==> config.mk <==
export PLATFORM = sky130hd
export DESIGN_NAME = foc_current_loop_top
export DESIGN_NICKNAME = d
export VERILOG_FILES = /design/src/foc_cl_pkg.sv /design/src/foc_cl_mul.sv /design/src/foc_cl_div.sv /design/src/foc_current_loop_top.sv
export VERILOG_INCLUDE_DIRS = /design/src /design/src/src
export SDC_FILE = /design/constraint.sdc
export NUM_CORES = 2
export LEC_CHECK = 0
export BUFFER_PORTS_ARGS = -buffer_cell sky130_fd_sc_hd__buf_2
export CELL_PAD_IN_SITES_DETAIL_PLACEMENT = 1
export CELL_PAD_IN_SITES_GLOBAL_PLACEMENT = 1
export CORE_MARGIN = 2
export CORE_UTILIZATION = 40
export CTS_CLUSTER_DIAMETER = 50
export DETAILED_ROUTE_END_ITERATION = 16
export PLACE_DENSITY = 0.74
export SYNTH_ARGS = -nofsm -noshare
export SYNTH_HDL_FRONTEND = slang
export SYNTH_SLANG_ARGS = --single-unit
==> constraint.sdc <==
create_clock -name clk -period 15.4 [get_ports clk]
set_clock_uncertainty 0.1 [all_clocks]
set_input_delay 3.08 -clock clk [delete_from_list [all_inputs] [get_ports clk]]
set_output_delay 3.08 -clock clk [all_outputs]
set_load 0.1 [all_outputs]
==> src/foc_current_loop_top_assert.svh <==
// Assertion macros for the field-oriented current loop.
`ifndef FOC_CURRENT_LOOP_TOP_ASSERT_SVH
`define FOC_CURRENT_LOOP_TOP_ASSERT_SVH
`ifndef SYNTHESIS
`define FOC_ASSERT_IMP(lbl, pre, post) \
  lbl: assert property (@(posedge clk) disable iff (!rst_n) (pre) |-> (post)) \
    else $error("foc_current_loop_top: assertion failed");
`define FOC_ASSERT_NEXT(lbl, pre, post) \
  lbl: assert property (@(posedge clk) disable iff (!rst_n) (pre) |=> (post)) \
    else $error("foc_current_loop_top: assertion failed");
`else
`define FOC_ASSERT_IMP(lbl, pre, post)
`define FOC_ASSERT_NEXT(lbl, pre, post)
`endif
`endif

==> src/foc_cl_pkg.sv <==
// Shared types, constants and functions of the field-oriented current loop.
package foc_cl_pkg;

  localparam int SINE_ENTRIES_DEF = 256;
  localparam int PWM_MIDPOINT_DEF = 512;
  localparam int ADC_BITS_DEF     = 12;

  // serial multiplier: data operand, coefficient operand, accumulator
  localparam int MA_W   = 24;
  localparam int MB_W   = 17;
  localparam int ACC_W  = 40;
  localparam int MCNT_W = $clog2(MB_W);

  // serial divider: dividend and divisor widths
  localparam int DIV_W  = 22;
  localparam int DVS_W  = 11;
  localparam int DCNT_W = $clog2(DIV_W);

  localparam logic signed [MB_W-1:0] K_INV_SQRT6 = 17'sd6689;
  localparam logic signed [MB_W-1:0] K_INV_SQRT2 = 17'sd11585;
  localparam logic signed [MB_W-1:0] K_SQRT_2_3  = 17'sd13377;
  localparam logic [DVS_W-1:0]       SMOOTH_DIV  = 11'd20;

  localparam logic [15:0] CURRENT_SCALE_RST = 16'd410;
  localparam logic [15:0] PROP_GAIN_RST     = 16'd40960;
  localparam logic [15:0] INTEG_GAIN_RST    = 16'd1147;
  localparam logic [9:0]  INTEG_LIMIT_RST   = 10'd200;
  localparam logic [11:0] CURRENT_TRIP_RST  = 12'd4095;
  localparam logic [11:0] VOLTAGE_TRIP_RST  = 12'd4095;
  localparam logic [11:0] INIT_CYCLES_RST   = 12'd1000;
  localparam logic [11:0] ADC_OFFSET_RST    = 12'd1900;

  typedef enum logic [2:0] {
    REG_CURRENT_SCALE = 3'd0,
    REG_PROP_GAIN     = 3'd1,
    REG_INTEG_GAIN    = 3'd2,
    REG_INTEG_LIMIT   = 3'd3,
    REG_CURRENT_TRIP  = 3'd4,
    REG_VOLTAGE_TRIP  = 3'd5,
    REG_INIT_CYCLES   = 3'd6
  } reg_idx_t;

  typedef struct packed {
    logic start;
    logic clear;
    logic sub;
  } mul_ctl_t;

  localparam logic [14:0] QSINE [65] = '{
    15'd0, 15'd402, 15'd804, 15'd1205, 15'd1606, 15'd2006, 15'd2404, 15'd2801,
    15'd3196, 15'd3590, 15'd3981, 15'd4370, 15'd4756, 15'd5139, 15'd5520,
    15'd5897, 15'd6270, 15'd6639, 15'd7005, 15'd7366, 15'd7723, 15'd8076,
    15'd8423, 15'd8765, 15'd9102, 15'd9434, 15'd9760, 15'd10080, 15'd10394,
    15'd10702, 15'd11003, 15'd11297, 15'd11585, 15'd11866, 15'd12140,
    15'd12406, 15'd12665, 15'd12916, 15'd13160, 15'd13395, 15'd13623,
    15'd13842, 15'd14053, 15'd14256, 15'd14449, 15'd14635, 15'd14811,
    15'd14978, 15'd15137, 15'd15286, 15'd15426, 15'd15557, 15'd15679,
    15'd15791, 15'd15893, 15'd15986, 15'd16069, 15'd16143, 15'd16207,
    15'd16261, 15'd16305, 15'd16340, 15'd16364, 15'd16379, 15'd16384
  };

  // Q1.14 sine of p/256 turn, folded from the quarter wave
  function automatic logic signed [15:0] sine_lut(input logic [7:0] p);
    logic [6:0]  r;
    logic [14:0] m;
    r = {1'b0, p[5:0]};
    m = 15'd0;
    case (p[7:6])
      2'd0: m = QSINE[r];
      2'd1: m = QSINE[7'd64 - r];
      2'd2: m = QSINE[r];
      default: m = QSINE[7'd64 - r];
    endcase
    return p[7] ? -$signed({1'b0, m}) : $signed({1'b0, m});
  endfunction

  // round half up, then arithmetic shift right by n
  function automatic logic signed [ACC_W-1:0] rnd_sh(input logic signed [ACC_W-1:0] v,
                                                      input int unsigned n);
    logic signed [ACC_W-1:0] h;
    logic signed [ACC_W-1:0] t;
    h = ACC_W'(1) << (n - 1);
    t = v + h;
    return t >>> n;
  endfunction

  function automatic logic signed [15:0] sat16(input logic signed [ACC_W-1:0] v);
    if (v > 40'sd32767) begin
      return 16'sh7fff;
    end else if (v < -40'sd32768) begin
      return 16'sh8000;
    end
    return v[15:0];
  endfunction

  function automatic logic signed [ACC_W-1:0] clamp40(input logic signed [ACC_W-1:0] v,
                                                       input logic signed [ACC_W-1:0] lo,
                                                       input logic signed [ACC_W-1:0] hi);
    if (v < lo) begin
      return lo;
    end else if (v > hi) begin
      return hi;
    end
    return v;
  endfunction

endpackage

==> src/foc_cl_mul.sv <==
// Bit-serial signed multiply-accumulate unit, one coefficient bit per cycle.
module foc_cl_mul (
  input  logic                               clk,
  input  logic                               rst_n,
  input  foc_cl_pkg::mul_ctl_t               ctl,
  input  logic signed [foc_cl_pkg::MA_W-1:0] a,
  input  logic signed [foc_cl_pkg::MB_W-1:0] b,
  output logic signed [foc_cl_pkg::ACC_W-1:0] acc,
  output logic                               done
);
  import foc_cl_pkg::*;

  logic signed [ACC_W-1:0] a_r;
  logic signed [ACC_W-1:0] acc_r;
  logic signed [ACC_W-1:0] acc_nxt;
  logic signed [ACC_W-1:0] term;
  logic [MB_W-1:0]         b_r;
  logic [MCNT_W-1:0]       cnt_r;
  logic                    busy_r;
  logic                    sub_r;
  logic                    done_r;
  logic                    neg;
  logic                    last;

  assign last = (cnt_r == MCNT_W'(MB_W - 1));

  always_comb begin
    // the top coefficient bit carries negative weight
    neg     = last ^ sub_r;
    term    = b_r[0] ? a_r : '0;
    acc_nxt = neg ? acc_r - term : acc_r + term;
  end

  always_ff @(posedge clk) begin
    if (!rst_n) begin
      busy_r <= 1'b0;
      done_r <= 1'b0;
    end else begin
      done_r <= 1'b0;
      if (ctl.start) begin
        busy_r <= 1'b1;
      end else if (busy_r && last) begin
        busy_r <= 1'b0;
        done_r <= 1'b1;
      end
    end
  end

  always_ff @(posedge clk) begin
    if (ctl.start) begin
      a_r   <= ACC_W'(a);
      b_r   <= b;
      cnt_r <= '0;
      sub_r <= ctl.sub;
      if (ctl.clear) begin
        acc_r <= '0;
      end
    end else if (busy_r) begin
      acc_r <= acc_nxt;
      a_r   <= a_r <<< 1;
      b_r   <= b_r >> 1;
      cnt_r <= cnt_r + 1'b1;
    end
  end

  assign acc  = acc_r;
  assign done = done_r;

endmodule

==> src/foc_cl_div.sv <==
// Bit-serial floor division of a signed value by an unsigned divisor.
module foc_cl_div (
  input  logic                                clk,
  input  logic                                rst_n,
  input  logic                                start,
  input  logic signed [foc_cl_pkg::DIV_W-1:0] value,
  input  logic [foc_cl_pkg::DVS_W-1:0]        divisor,
  output logic signed [foc_cl_pkg::DIV_W-1:0] quot,
  output logic                                done
);
  import foc_cl_pkg::*;

  logic [DIV_W-1:0]  m_r;
  logic [DIV_W-1:0]  q_r;
  logic [DVS_W:0]    rem_r;
  logic [DVS_W+1:0]  rem_sh;
  logic [DVS_W-1:0]  dvs_r;
  logic [DCNT_W-1:0] cnt_r;
  logic              neg_r;
  logic              busy_r;
  logic              done_r;
  logic              qbit;
  logic              last;
  logic [DIV_W-1:0]  mag;

  assign last = (cnt_r == DCNT_W'(DIV_W - 1));

  always_comb begin
    // floor for negatives: -((-v + d - 1) / d)
    mag    = value[DIV_W-1] ? DIV_W'(-value + $signed({1'b0, divisor}) - DIV_W'(1))
                            : DIV_W'(value);
    rem_sh = {rem_r, m_r[DIV_W-1]};
    qbit   = (rem_sh >= (DVS_W+2)'(dvs_r));
  end

  always_ff @(posedge clk) begin
    if (!rst_n) begin
      busy_r <= 1'b0;
      done_r <= 1'b0;
    end else begin
      done_r <= 1'b0;
      if (start) begin
        busy_r <= 1'b1;
      end else if (busy_r && last) begin
        busy_r <= 1'b0;
        done_r <= 1'b1;
      end
    end
  end

  always_ff @(posedge clk) begin
    if (start) begin
      m_r   <= mag;
      dvs_r <= divisor;
      neg_r <= value[DIV_W-1];
      rem_r <= '0;
      q_r   <= '0;
      cnt_r <= '0;
    end else if (busy_r) begin
      rem_r <= qbit ? (DVS_W+1)'(rem_sh - (DVS_W+2)'(dvs_r)) : (DVS_W+1)'(rem_sh);
      m_r   <= m_r << 1;
      q_r   <= {q_r[DIV_W-2:0], qbit};
      cnt_r <= cnt_r + 1'b1;
    end
  end

  assign quot = neg_r ? -$signed(q_r) : $signed(q_r);
  assign done = done_r;

endmodule

==> src/foc_current_loop_top.sv <==
// Field-oriented PI current loop on a shared bit-serial multiplier and divider.
//
//   port group | direction | handshake           | carries
//   in_*       | input     | in_valid / in_stall | phase, bus samples, angle, request
//   out_*      | output    | out_valid/out_stall | three duties and status flags
//   cfg_*      | input     | cfg_valid/cfg_ready | register index and write data
//
// A trip or calibration item goes from idle straight to done. A run item takes
// 22 products through the serial multiplier (one coefficient bit per cycle)
// and three passes through the serial divider.
// Reset is synchronous; the config registers, offsets and loop state reload.
// The result sits in an output register, so a stalled result holds only the
// finish of the next item, not its acceptance.
module foc_current_loop_top #(
  parameter int SINE_ENTRIES = foc_cl_pkg::SINE_ENTRIES_DEF,
  parameter int PWM_MIDPOINT = foc_cl_pkg::PWM_MIDPOINT_DEF,
  parameter int ADC_BITS     = foc_cl_pkg::ADC_BITS_DEF
) (
  input  logic               clk,
  input  logic               rst_n,
  input  logic               in_valid,
  output logic               in_stall,
  input  logic [11:0]        in_phase_u_sample,
  input  logic [11:0]        in_phase_v_sample,
  input  logic [11:0]        in_phase_w_sample,
  input  logic [11:0]        in_bus_voltage_sample,
  input  logic [15:0]        in_rotor_angle,
  input  logic signed [15:0] in_current_request,
  output logic               out_valid,
  input  logic               out_stall,
  output logic [9:0]         out_duty_u,
  output logic [9:0]         out_duty_v,
  output logic [9:0]         out_duty_w,
  output logic               out_drive_enabled,
  output logic               out_calibrating,
  output logic               out_fault,
  input  logic               cfg_valid,
  output logic               cfg_ready,
  input  logic [2:0]         cfg_index,
  input  logic [15:0]        cfg_data
);
  import foc_cl_pkg::*;

  `include "foc_current_loop_top_assert.svh"

  typedef enum logic [5:0] {
    ST_IDLE  = 6'b000001,
    ST_MUL   = 6'b000010,
    ST_MWAIT = 6'b000100,
    ST_DIV   = 6'b001000,
    ST_DWAIT = 6'b010000,
    ST_DONE  = 6'b100000
  } state_t;

  typedef enum logic [4:0] {
    SP_CUR_U, SP_CUR_V, SP_CUR_W, SP_ALPHA, SP_BETA,
    SP_D_C, SP_D_S, SP_Q_C, SP_Q_S,
    SP_INT_D, SP_INT_Q, SP_VD, SP_VQ,
    SP_VA_C, SP_VA_S, SP_VB_S, SP_VB_C,
    SP_DU, SP_DV_A, SP_DV_B, SP_DW_A, SP_DW_B
  } step_t;

  typedef enum logic [1:0] {
    DS_SMOOTH_D = 2'd0,
    DS_SMOOTH_Q = 2'd1,
    DS_ANGLE    = 2'd2
  } dsel_t;

  localparam logic [11:0] ADC_MASK = 12'((17'(1) << ADC_BITS) - 17'(1));

  state_t state_r;
  step_t  step_r;
  dsel_t  dsel_r;

  logic [15:0] current_scale_r, prop_gain_r, integ_gain_r;
  logic [9:0]  integ_limit_r;
  logic [11:0] current_trip_r, voltage_trip_r, init_cycles_r;

  logic [11:0] off_r [3];
  logic [11:0] calib_cnt_r;
  logic        calib_r;
  logic        trip_r;

  logic [11:0]        raw_r [3];
  logic [15:0]        angle_r;
  logic signed [15:0] req_r;
  logic signed [15:0] cur_r [3];
  logic signed [15:0] alpha_r, beta_r, d_r, q_r;
  logic signed [15:0] sin_r, cos_r;
  logic signed [15:0] sm_r [2];
  logic signed [15:0] int_r [2];
  logic signed [18:0] vd_r, vq_r;
  logic signed [20:0] va_r, vb_r;

  logic [9:0] res_du_r, res_dv_r, res_dw_r;
  logic       res_drv_r, res_cal_r, res_flt_r;
  logic [9:0] out_du_r, out_dv_r, out_dw_r;
  logic       out_drv_r, out_cal_r, out_flt_r, out_valid_r;

  logic [11:0]        raw_m [3];
  logic [11:0]        bus_m;
  logic               trip_now;
  logic               in_acc;
  logic               out_load;
  logic [19:0]        off_sum [3];
  logic signed [12:0] diff [3];
  logic signed [17:0] a_alpha;
  logic signed [16:0] a_beta;
  logic signed [16:0] e0, e1;

  mul_ctl_t                mul_ctl;
  logic signed [MA_W-1:0]  mul_a;
  logic signed [MB_W-1:0]  mul_b;
  logic signed [ACC_W-1:0] mul_acc;
  logic                    mul_done;
  logic                    wb;

  logic                    div_start;
  logic signed [DIV_W-1:0] div_val;
  logic [DVS_W-1:0]        div_dvs;
  logic signed [DIV_W-1:0] div_quot;
  logic                    div_done;
  logic signed [15:0]      sm_src, x_src;
  logic [26:0]             ang_prod;
  logic [7:0]              p_idx;

  logic signed [ACC_W-1:0] r8, r14, r15, r19;
  logic signed [ACC_W-1:0] int_sel, int_sum, lim;
  logic signed [ACC_W-1:0] duty_full;
  logic signed [15:0]      s8, s14;

  // ---------------------------------------------------------------- ports
  assign in_stall  = (state_r != ST_IDLE);
  assign in_acc    = in_valid && !in_stall;
  assign cfg_ready = 1'b1;
  assign out_load  = (state_r == ST_DONE) && (!out_valid_r || !out_stall);

  always_comb begin
    raw_m[0] = in_phase_u_sample & ADC_MASK;
    raw_m[1] = in_phase_v_sample & ADC_MASK;
    raw_m[2] = in_phase_w_sample & ADC_MASK;
    bus_m    = in_bus_voltage_sample & ADC_MASK;
    trip_now = trip_r || (raw_m[0] > current_trip_r) || (raw_m[1] > current_trip_r) ||
               (raw_m[2] > current_trip_r) || (bus_m > voltage_trip_r);
    for (int n = 0; n < 3; n++) begin
      off_sum[n] = ({off_r[n], 8'd0} - 20'(off_r[n])) + 20'(raw_m[n]);
      diff[n]    = $signed({1'b0, raw_r[n]}) - $signed({1'b0, off_r[n]});
    end
    a_alpha = (18'(cur_r[0]) <<< 1) - 18'(cur_r[1]) - 18'(cur_r[2]);
    a_beta  = 17'(cur_r[1]) - 17'(cur_r[2]);
    e0      = 17'(sm_r[0]) + 17'(req_r);
    e1      = 17'(sm_r[1]);
  end

  // ---------------------------------------------------------------- config
  always_ff @(posedge clk) begin
    if (!rst_n) begin
      current_scale_r <= CURRENT_SCALE_RST;
      prop_gain_r     <= PROP_GAIN_RST;
      integ_gain_r    <= INTEG_GAIN_RST;
      integ_limit_r   <= INTEG_LIMIT_RST;
      current_trip_r  <= CURRENT_TRIP_RST;
      voltage_trip_r  <= VOLTAGE_TRIP_RST;
      init_cycles_r   <= INIT_CYCLES_RST;
    end else if (cfg_valid && cfg_ready) begin
      unique case (reg_idx_t'(cfg_index))
        REG_CURRENT_SCALE: current_scale_r <= cfg_data;
        REG_PROP_GAIN:     prop_gain_r     <= cfg_data;
        REG_INTEG_GAIN:    integ_gain_r    <= cfg_data;
        REG_INTEG_LIMIT:   integ_limit_r   <= cfg_data[9:0];
        REG_CURRENT_TRIP:  current_trip_r  <= cfg_data[11:0];
        REG_VOLTAGE_TRIP:  voltage_trip_r  <= cfg_data[11:0];
        REG_INIT_CYCLES:   init_cycles_r   <= cfg_data[11:0];
        default: ;
      endcase
    end
  end

  // ---------------------------------------------------------------- multiply program
  always_comb begin
    mul_a = '0;
    mul_b = '0;
    mul_ctl.clear = 1'b1;
    mul_ctl.sub   = 1'b0;
    wb = 1'b1;
    unique case (step_r)
      SP_CUR_U: begin mul_a = MA_W'(diff[0]); mul_b = {1'b0, current_scale_r}; end
      SP_CUR_V: begin mul_a = MA_W'(diff[1]); mul_b = {1'b0, current_scale_r}; end
      SP_CUR_W: begin mul_a = MA_W'(diff[2]); mul_b = {1'b0, current_scale_r}; end
      SP_ALPHA: begin mul_a = MA_W'(a_alpha); mul_b = K_INV_SQRT6; end
      SP_BETA:  begin mul_a = MA_W'(a_beta);  mul_b = K_INV_SQRT2; end
      SP_D_C:   begin mul_a = MA_W'(alpha_r); mul_b = MB_W'(cos_r); wb = 1'b0; end
      SP_D_S: begin
        mul_a = MA_W'(beta_r); mul_b = MB_W'(sin_r); mul_ctl.clear = 1'b0;
      end
      SP_Q_C:   begin mul_a = MA_W'(beta_r); mul_b = MB_W'(cos_r); wb = 1'b0; end
      SP_Q_S: begin
        mul_a = MA_W'(alpha_r); mul_b = MB_W'(sin_r);
        mul_ctl.clear = 1'b0; mul_ctl.sub = 1'b1;
      end
      SP_INT_D: begin mul_a = MA_W'(e0); mul_b = {1'b0, integ_gain_r}; end
      SP_INT_Q: begin mul_a = MA_W'(e1); mul_b = {1'b0, integ_gain_r}; end
      SP_VD:    begin mul_a = MA_W'(e0); mul_b = {1'b0, prop_gain_r}; end
      SP_VQ:    begin mul_a = MA_W'(e1); mul_b = {1'b0, prop_gain_r}; end
      SP_VA_C:  begin mul_a = MA_W'(vd_r); mul_b = MB_W'(cos_r); wb = 1'b0; end
      SP_VA_S: begin
        mul_a = MA_W'(vq_r); mul_b = MB_W'(sin_r);
        mul_ctl.clear = 1'b0; mul_ctl.sub = 1'b1;
      end
      SP_VB_S:  begin mul_a = MA_W'(vd_r); mul_b = MB_W'(sin_r); wb = 1'b0; end
      SP_VB_C: begin
        mul_a = MA_W'(vq_r); mul_b = MB_W'(cos_r); mul_ctl.clear = 1'b0;
      end
      SP_DU:    begin mul_a = MA_W'(va_r); mul_b = K_SQRT_2_3; end
      SP_DV_A: begin
        mul_a = MA_W'(va_r); mul_b = K_INV_SQRT6; mul_ctl.sub = 1'b1; wb = 1'b0;
      end
      SP_DV_B: begin
        mul_a = MA_W'(vb_r); mul_b = K_INV_SQRT2; mul_ctl.clear = 1'b0;
      end
      SP_DW_A: begin
        mul_a = MA_W'(va_r); mul_b = K_INV_SQRT6; mul_ctl.sub = 1'b1; wb = 1'b0;
      end
      SP_DW_B: begin
        mul_a = MA_W'(vb_r); mul_b = K_INV_SQRT2;
        mul_ctl.clear = 1'b0; mul_ctl.sub = 1'b1;
      end
      default: ;
    endcase
    mul_ctl.start = (state_r == ST_MUL);
  end

  foc_cl_mul u_mul (
    .clk   (clk),
    .rst_n (rst_n),
    .ctl   (mul_ctl),
    .a     (mul_a),
    .b     (mul_b),
    .acc   (mul_acc),
    .done  (mul_done)
  );

  // ---------------------------------------------------------------- divide jobs
  always_comb begin
    ang_prod  = 27'(angle_r) * 27'(SINE_ENTRIES);
    sm_src    = (dsel_r == DS_SMOOTH_Q) ? sm_r[1] : sm_r[0];
    x_src     = (dsel_r == DS_SMOOTH_Q) ? q_r : d_r;
    div_start = (state_r == ST_DIV);
    case (dsel_r)
      DS_ANGLE: begin
        div_val = $signed(DIV_W'({ang_prod[26:16], 8'd0}));
        div_dvs = DVS_W'(SINE_ENTRIES);
      end
      default: begin
        // 2*(9s + x) + 10, then floor by 20
        div_val = (DIV_W'(sm_src) <<< 4) + (DIV_W'(sm_src) <<< 1) +
                  (DIV_W'(x_src) <<< 1) + 22'sd10;
        div_dvs = SMOOTH_DIV;
      end
    endcase
    p_idx = div_quot[7:0];
  end

  foc_cl_div u_div (
    .clk     (clk),
    .rst_n   (rst_n),
    .start   (div_start),
    .value   (div_val),
    .divisor (div_dvs),
    .quot    (div_quot),
    .done    (div_done)
  );

  // ---------------------------------------------------------------- writeback values
  always_comb begin
    r8      = rnd_sh(mul_acc, 8);
    r14     = rnd_sh(mul_acc, 14);
    r15     = rnd_sh(mul_acc, 15);
    r19     = rnd_sh(mul_acc, 19);
    s8      = sat16(r8);
    s14     = sat16(r14);
    int_sel = (step_r == SP_INT_Q || step_r == SP_VQ) ? ACC_W'(int_r[1]) : ACC_W'(int_r[0]);
    lim     = $signed(ACC_W'({integ_limit_r, 5'd0}));
    int_sum = clamp40(int_sel + r15, -lim, lim);
    duty_full = clamp40(ACC_W'(PWM_MIDPOINT) + r19, '0, 40'sd1023);
  end

  // ---------------------------------------------------------------- control
  always_ff @(posedge clk) begin
    if (!rst_n) begin
      state_r     <= ST_IDLE;
      step_r      <= SP_CUR_U;
      dsel_r      <= DS_SMOOTH_D;
      calib_r     <= 1'b1;
      calib_cnt_r <= '0;
      trip_r      <= 1'b0;
      out_valid_r <= 1'b0;
    end else begin
      if (out_load) begin
        out_valid_r <= 1'b1;
      end else if (out_valid_r && !out_stall) begin
        out_valid_r <= 1'b0;
      end
      unique case (state_r)
        ST_IDLE: begin
          if (in_acc) begin
            step_r <= SP_CUR_U;
            dsel_r <= DS_SMOOTH_D;
            if (trip_now) begin
              trip_r  <= 1'b1;
              state_r <= ST_DONE;
            end else if (calib_r) begin
              if (calib_cnt_r >= init_cycles_r) begin
                calib_r <= 1'b0;
              end else begin
                calib_cnt_r <= calib_cnt_r + 1'b1;
              end
              state_r <= ST_DONE;
            end else begin
              state_r <= ST_MUL;
            end
          end
        end
        ST_MUL: state_r <= ST_MWAIT;
        ST_MWAIT: begin
          if (mul_done) begin
            step_r <= step_t'(step_r + 1'b1);
            if (step_r == SP_DW_B) begin
              state_r <= ST_DONE;
            end else if (step_r == SP_Q_S) begin
              state_r <= ST_DIV;
            end else begin
              state_r <= ST_MUL;
            end
          end
        end
        ST_DIV: state_r <= ST_DWAIT;
        ST_DWAIT: begin
          if (div_done) begin
            if (dsel_r == DS_ANGLE) begin
              state_r <= ST_MUL;
            end else begin
              dsel_r  <= (dsel_r == DS_SMOOTH_D) ? DS_SMOOTH_Q : DS_ANGLE;
              state_r <= ST_DIV;
            end
          end
        end
        ST_DONE: begin
          if (out_load) begin
            state_r <= ST_IDLE;
          end
        end
        default: state_r <= ST_IDLE;
      endcase
    end
  end

  // ---------------------------------------------------------------- loop state
  always_ff @(posedge clk) begin
    if (!rst_n) begin
      for (int n = 0; n < 3; n++) begin
        off_r[n] <= ADC_OFFSET_RST;
      end
      sin_r    <= '0;
      cos_r    <= '0;
      sm_r[0]  <= '0;
      sm_r[1]  <= '0;
      int_r[0] <= '0;
      int_r[1] <= '0;
    end else begin
      if (in_acc && !trip_now && calib_r) begin
        for (int n = 0; n < 3; n++) begin
          off_r[n] <= off_sum[n][19:8];
        end
      end
      if (state_r == ST_MWAIT && mul_done) begin
        case (step_r)
          SP_INT_D: int_r[0] <= int_sum[15:0];
          SP_INT_Q: int_r[1] <= int_sum[15:0];
          default: ;
        endcase
      end
      if (state_r == ST_DWAIT && div_done) begin
        case (dsel_r)
          DS_SMOOTH_D: sm_r[0] <= sat16(ACC_W'(div_quot));
          DS_SMOOTH_Q: sm_r[1] <= sat16(ACC_W'(div_quot));
          default: begin
            // refresh sine and cosine after Park has used the old pair
            sin_r <= sine_lut(p_idx);
            cos_r <= sine_lut(p_idx + 8'd64);
          end
        endcase
      end
    end
  end

  // ---------------------------------------------------------------- datapath
  always_ff @(posedge clk) begin
    if (in_acc) begin
      for (int n = 0; n < 3; n++) begin
        raw_r[n] <= raw_m[n];
      end
      angle_r   <= in_rotor_angle;
      req_r     <= in_current_request;
      res_du_r  <= '0;
      res_dv_r  <= '0;
      res_dw_r  <= '0;
      res_flt_r <= trip_now;
      res_cal_r <= !trip_now && calib_r;
      res_drv_r <= !trip_now && !calib_r;
    end
    if (state_r == ST_MWAIT && mul_done && wb) begin
      case (step_r)
        SP_CUR_U: cur_r[0] <= s8;
        SP_CUR_V: cur_r[1] <= s8;
        SP_CUR_W: cur_r[2] <= s8;
        SP_ALPHA: alpha_r  <= s14;
        SP_BETA:  beta_r   <= s14;
        SP_D_S:   d_r      <= s14;
        SP_Q_S:   q_r      <= s14;
        SP_VD:    vd_r     <= 19'(r15 + int_sel);
        SP_VQ:    vq_r     <= 19'(r15 + int_sel);
        SP_VA_S:  va_r     <= r14[20:0];
        SP_VB_C:  vb_r     <= r14[20:0];
        SP_DU:    res_du_r <= duty_full[9:0];
        SP_DV_B:  res_dv_r <= duty_full[9:0];
        SP_DW_B:  res_dw_r <= duty_full[9:0];
        default: ;
      endcase
    end
    if (out_load) begin
      out_du_r  <= res_du_r;
      out_dv_r  <= res_dv_r;
      out_dw_r  <= res_dw_r;
      out_drv_r <= res_drv_r;
      out_cal_r <= res_cal_r;
      out_flt_r <= res_flt_r;
    end
  end

  assign out_valid         = out_valid_r;
  assign out_duty_u        = out_du_r;
  assign out_duty_v        = out_dv_r;
  assign out_duty_w        = out_dw_r;
  assign out_drive_enabled = out_drv_r;
  assign out_calibrating   = out_cal_r;
  assign out_fault         = out_flt_r;

  // ---------------------------------------------------------------- checks
  `FOC_ASSERT_NEXT(a_trip_sticky, trip_r, trip_r)
  `FOC_ASSERT_IMP(a_fault_off, out_valid && out_fault, !out_drive_enabled && out_duty_u == 10'd0)
  `FOC_ASSERT_IMP(a_calib_end, $fell(calib_r), !$past(trip_r) && trip_r == $past(trip_now))
  `FOC_ASSERT_IMP(a_run_no_calib, state_r == ST_MUL, !calib_r && !trip_r)

endmodule

# Word-level counts from Yosys, hierarchy flattened
# Memory sizes are Yosys's and may differ from the RTL's.
# Cells that the tools add are included.
op_classes:
  n_reduce_logical: 83
  n_lt_le_gt_ge: 20
  eq_ne: 46
  n_mux: 160
  n_addsub: 39
  n_bitwise: 16
op_table:
  columns: ["cell", "count"]
  rows:
  - ["16-bit two-way mux", 29]
  - ["40-bit two-way mux", 8]
  - ["24-bit case mux with 13 select lines", 1]
  - ["15-bit two-way mux", 16]
  - ["17-bit case mux with 8 select lines", 1]
  - ["10-bit two-way mux", 12]
  - ["22-bit two-way mux", 5]
  - ["1-bit two-way mux", 61]
  - ["20-bit by 12-bit adder with 20-bit output", 3]
  - ["20-bit by 12-bit subtractor with 20-bit output", 3]
  - ["12-bit greater-than comparator", 4]
  - ["12-bit two-way mux", 4]
  - ["22-bit negator", 2]
  - ["6-bit two-way mux", 7]
  - ["25-bit by 40-bit adder with 40-bit output", 1]
  - ["40-bit by 15-bit adder with 40-bit output, second input constant", 1]
  - ["40-bit by 16-bit adder with 40-bit output, second input constant", 1]
  - ["40-bit by 20-bit adder with 40-bit output, second input constant", 1]
  - ["40-bit adder", 1]
  - ["40-bit by 9-bit adder with 40-bit output, second input constant", 1]
  - ["5-bit by 4-bit equality test with 1-bit output, second input constant", 8]
  - ["5-bit equality test, second input constant", 8]
  - ["40-bit by 16-bit greater-than comparator with 1-bit output", 1]
  - ["40-bit < comparator", 1]
  - ["other kinds (77)", 184]
word_totals:
  ff_bits: 576
  output_inout_bits: 36
  n_memories: 9
  ramBits: 184
  elab_cells: 426
  input_bits: 104
  romBits: 7680
memory_table:
  columns: ["memory", "words", "width", "read_ports", "rd_clocked_by_memory_dff", "wr", "line", "rtl"]
  rows:
  - ["(no name shown)", 128, 15, 1, 0, 0, "foc_cl_pkg.sv:72", "default: m = QSINE[7'd64 - r];"]
  - ["(no name shown)", 128, 15, 1, 0, 0, "foc_cl_pkg.sv:71", "2'd2: m = QSINE[r];"]
  - ["(no name shown)", 128, 15, 1, 0, 0, "foc_cl_pkg.sv:72", null]
  - ["(no name shown)", 128, 15, 1, 0, 0, "foc_cl_pkg.sv:71", null]
  - ["cur_r", 3, 16, 3, 0, 1, "foc_current_loop_top.sv:87", "logic signed [15:0] cur_r [3];"]
  - ["off_r", 3, 12, 3, 0, 3, "foc_current_loop_top.sv:79", "logic [11:0] off_r [3];"]
  - ["+3 memories", null, null, null, null, null, null, null]

# Longest topological paths before layout
logic_depth:
  word_depth: 14
  depth_mapped: 32
  mapped_depth_nobuf: 29

# Hierarchy
# A second synthesis with hierarchy kept.
unflattened:
  cells_unflattened: 5497
  hier_area_um2: 51406.8
modules_own_cells:
  columns: ["module", "n_inst", "cells_per_inst", "seq_area_each_um2", "area_each_um2"]
  rows:
  - ["foc_current_loop_top", 1, 4235, 15334.7, 39429.1]
  - ["foc_cl_mul", 1, 744, 3083.0, 7244.4]
  - ["foc_cl_div", 1, 518, 1841.8, 4733.3]

# Least setup slack after synthesis
# No wires, ideal clock.
synth_timing:
  path_kind: "register -> register"
  from: "reg step_r[0]"
  to: "mem int_r[0][11], data pin"
  required_time_ns: 15.035
  path_stages_with_launch: 32
  arrival_time_ns: 6.804
  setup_ns: 0.265
  period_less_slack_ns: 7.169
  path_buffers: 5
  slack_ns: 8.231
  path_cell_list: "dfxtp_1 -> inv_1 -> ha_1 -> buf_2 -> mux2i_1 -> nor2_1 -> clkbuf_1 -> clkbuf_1 -> mux2_2 -> ha_1 -> a21oi_1 -> o21ai_0 -> a211o_1 -> o21ai_0 -> o211ai_1 -> a41oi_1 -> nand3_1 -> and3_1 -> buf_2 -> inv_1 -> ha_1 -> a21oi_1 -> o221ai_1 -> a221o_1 -> a211oi_1 -> o41a_1 -> a31oi_1 -> mux2_2 -> nand2b_1 -> buf_1 -> nor2_1 -> a221o_1"
synth_rtl:
  columns: ["item", "line", "rtl"]
  rows:
  - ["start, declared", "foc_current_loop_top.sv:72", "step_t step_r;"]
  - ["start signal, assigned", "foc_current_loop_top.sv:327", "step_r <= step_t'(step_r + 1'b1);"]
  - ["end, declared", "foc_current_loop_top.sv:91", "logic signed [15:0] int_r [2];"]

==> impl_metrics.tcl <==
set metrics [dict create \
    die_area_sq_um 132000 \
    drv_slew 0 \
    switching_share 0.281 \
    max_freq_mhz 117 \
    vdd_drop_max_uv 80.6 \
    drt_wl_total_mm 176 \
    grt.overflow.total 0 \
    synth.net_count 6133 \
    synth_common_cells "nand2_1 (564), edfxtp_1 (511), nor2_1 (412)" \
    post_cts_buffers 0 \
    run_status "finished, final reports clean" \
    reg2reg_slack_ps 6830 \
    drc 0 \
    place_area_sq_um 53800 \
    holdPathEnd "out_calibrating" \
    grt_pass1_vias 45200 \
    pwr-share-seq 0.424 \
    pwr_density_cell_nw_per_um2 91.4 \
    cts.hold.buffers_added 0 \
    rsz0062_at_grt "no" \
    antenna_found_initial 8 \
    worst_ep_required_time_ps 15740 \
    gp_congestion 0.924 \
    drive_gt1_frac 0.0931 \
    min_from "res_cal_r" \
    wire_per_inst_microns 24.0 \
    clockRootBuffer "clkbuf_16" \
    synth_area_leader_cell "edfxtp_1" \
    maxCapViolCount 0 \
    ys_warn_count 0 \
    io_pins 140 \
    yosysTopAreaCellShare 0.298 \
    setup_viol 0 \
    synth.avg_cell_area_sq_um 9.23 \
    synth-seq-cells 743 \
    yosysMostFrequentCell "nand2_1" \
    avgViaCountPerCell 6.06 \
    drt-initial-drc-count 4079 \
    max_slew_margin 0.111 \
    synth-edff-count 511 \
    min_path_type "reg2reg" \
    cts_inserted_buffers 102 \
    tritoncts "built" \
    grt_pass1_wl_mm 270 \
    ctsResizeCount 0 \
    hpwl_mm 130 \
    cp.arrival_ps 8910 \
    power.switching_uw 1470 \
    crit_path_max_fanout 10 \
    finalSetupTns_ps 0 \
    internal_power_uw 3760 \
    initial_core_util 0.403 \
    tightest_slew_ps 1330 \
    cts.clk_slew.worst_paths_ps 60 \
    comb_power_share 0.133 \
    leakage_uw 0.0225 \
    final_antenna_net_count 0 \
    vias 44600 \
    fin_area_sq_um 57100 \
    startpoint_type "register" \
    drt_pre_antenna_iters 9 \
    hold_viol 0 \
    fp-row-count 131 \
    die_h_microns 363 \
    synth_async_sr_flop_share 0 \
    syn_inst 5580 \
    yosysSeqAreaShare 0.388 \
    grt_max_degree 82 \
    yosys-top-cells-area "edfxtp_1 (30%), ha_1 (9.7%), dfxtp_1 (9.0%)" \
    critPathKind "reg2reg" \
    reg2reg_from "u_mul.acc[19]" \
    clkPwrFrac 0.444 \
    finalNetCount 6158 \
    fp.dieW_microns 363 \
    grt_usage 0.262 \
    r2r-end "int_r[0][27]" \
    syn-cell-area_sq_um 51500 \
    r2r_cells 25 \
    io_buffers 130 \
    clock_latency_ps 720 \
    area_delta_synth_final_pct 10.9 \
    clock-sinks 743 \
    min_period_over_period 0.556 \
    endpoint_kind "register" \
    min_period_ps 8570 \
    synthFlopType "edfxtp_1" \
    design.core.area_sq_um 128000 \
    whs_path_depth 0 \
    clockBufferDepth 3 \
    h-tree-depth 3 \
    ys_types 111 \
    p_total_uw 5220 \
]
[through the flow]
| stage | hold slack [ps] | utilization | cells | setup WS, ps |
|---|---|---|---|---|
| 2_1_floorplan | 300 | - | 5580 | 8230 |
| 3_3_place_gp | 302 | 0.421 | 7163 | 7190 |
| 3_5_place_dp | 316 | 0.421 | 7163 | 7010 |
| 4_1_cts | 318 | 0.447 | 7353 | 6930 |
| 5_1_grt | 324 | 0.447 | 7356 | 6240 |
| 6_report | 318 | 0.447 | 7356 | 6830 |
[registers in the layout (all words and copies together), names as in the netlist, 21 cells and up]
signal     cells
vb_r          21
u_mul.acc     40
va_r          21
sm_r          32
u_div.m_r     22
cur_r         48
int_r         32
u_div.q_r     22
raw_r         36
u_mul.a_r     40
off_r         36
[per-layer routing]
layer / global-route usage / up-vias / wire [microns]
li1: - / 20600 / -
met1: 0.344 / 22200 / 75600
met2: 0.435 / 1379 / 82900
met3: 0.0343 / 352 / 10600
met4: 0.108 / 4 / 7380
met5: 0 / - / 27
[power groups by stage]
stage / combinational [uW] / clock, uW / sequential, uW
after global routing: 756 / 2430 / 2220
after global placement: 652 / 0 / 2250
final: 693 / 2320 / 2210
after detailed placement: 679 / 0 / 2250
after CTS: 687 / 2350 / 2210
after floorplan: 439 / 0 / 2260
[cells in the final DEF (no fill, tap or decap), types with 37 or more instances in the layout]
cell type / synthesis / final
and3_1: 53 / 53
dfxtp_1: 232 / 229
or3_1: 45 / 45
a22oi_1: 50 / 50
edfxtp_1: 511 / 511
nand2_1: 564 / 564
xnor2_1: 202 / 197
a211oi_1: 53 / 53
nor3_1: 137 / 136
nand3_1: 194 / 194
nor2b_1: 55 / 54
nor2_1: 412 / 406
mux2i_1: 82 / 82
xor2_1: 149 / 148
a31oi_1: 49 / 48
o21ai_0: 316 / 314
o31ai_1: 47 / 46
fa_1: 51 / 51
nor4_1: 38 / 37
a21oi_1: 379 / 377
nand4_1: 70 / 70
nand2b_1: 73 / 71
o21a_1: 46 / 46
clkbuf_16: 0 / 105
ha_1: 398 / 398
a21o_1: 116 / 116
and2_1: 43 / 43
buf_4: 5 / 80
mux2_2: 54 / 54
inv_1: 306 / 304
o211ai_1: 85 / 85
buf_2: 31 / 130
[worst max-delay path by stage]
stage,startpoint,end,slack (ps),cells past startpoint
2_1_floorplan,step_r[0],int_r[0][11],8230,31
3_3_place_gp,u_mul.acc[19],int_r[0][25],7190,25
3_5_place_dp,u_mul.acc[15],int_r[0][27],7010,25
4_1_cts,u_mul.acc[19],int_r[0][27],6930,25
5_1_grt,u_mul.acc[19],int_r[0][11],6240,25
6_report,u_mul.acc[19],int_r[0][27],6830,25
[area by class of cell]
type | instances | area [sq um]
Multi-Input combinational cell | 4235 | 29300
Antenna cell | 3 | 7.51
Sequential cell | 743 | 20000
Clock buffer | 131 | 2790
Fill cell | 14500 | 70600
Tap cell | 1662 | 2080
Timing Repair Buffer | 210 | 1250
Clock inverter | 59 | 514
Inverter | 313 | 1170
[cells by family (layout without fill, tap and decap cells)]
family / count (synthesis) / after routing / share of synthesized area
AO/OA/AOI/OAI: 1481 / 1481 / 0.191
multiplexers: 138 / 138 / 0.0285
XOR/XNOR: 354 / 354 / 0.0610
buffers and inverters: 602 / 713 / 0.0454
flip-flops: 743 / 743 / 0.388
AND/OR/NAND/NOR: 1808 / 1808 / 0.169
adder cells (fa/ha/maj): 453 / 453 / 0.117
other: 1 / 4 / 0.0000728
[worst max-delay path, stage by stage, from the launching register on]
cell	delay [ps]
edfxtp_1	820
ha_1	300
nand4_1	260
nor2_1	560
xor2_1	230
ha_1	440
nand3_1	170
nor2_1	200
and3_1	230
o21ai_0	150
o211ai_1	600
nand4_1	300
a21oi_1	240
and3_1	510
inv_1	240
ha_1	350
a21oi_1	160
o221ai_1	130
a221o_1	320
a211oi_1	310
o41a_1	210
a31oi_1	80
mux2_2	410
nand2b_1	290
nor2_1	240
a221o_1	430
Note: power is estimated with default switching activity, not from simulation.
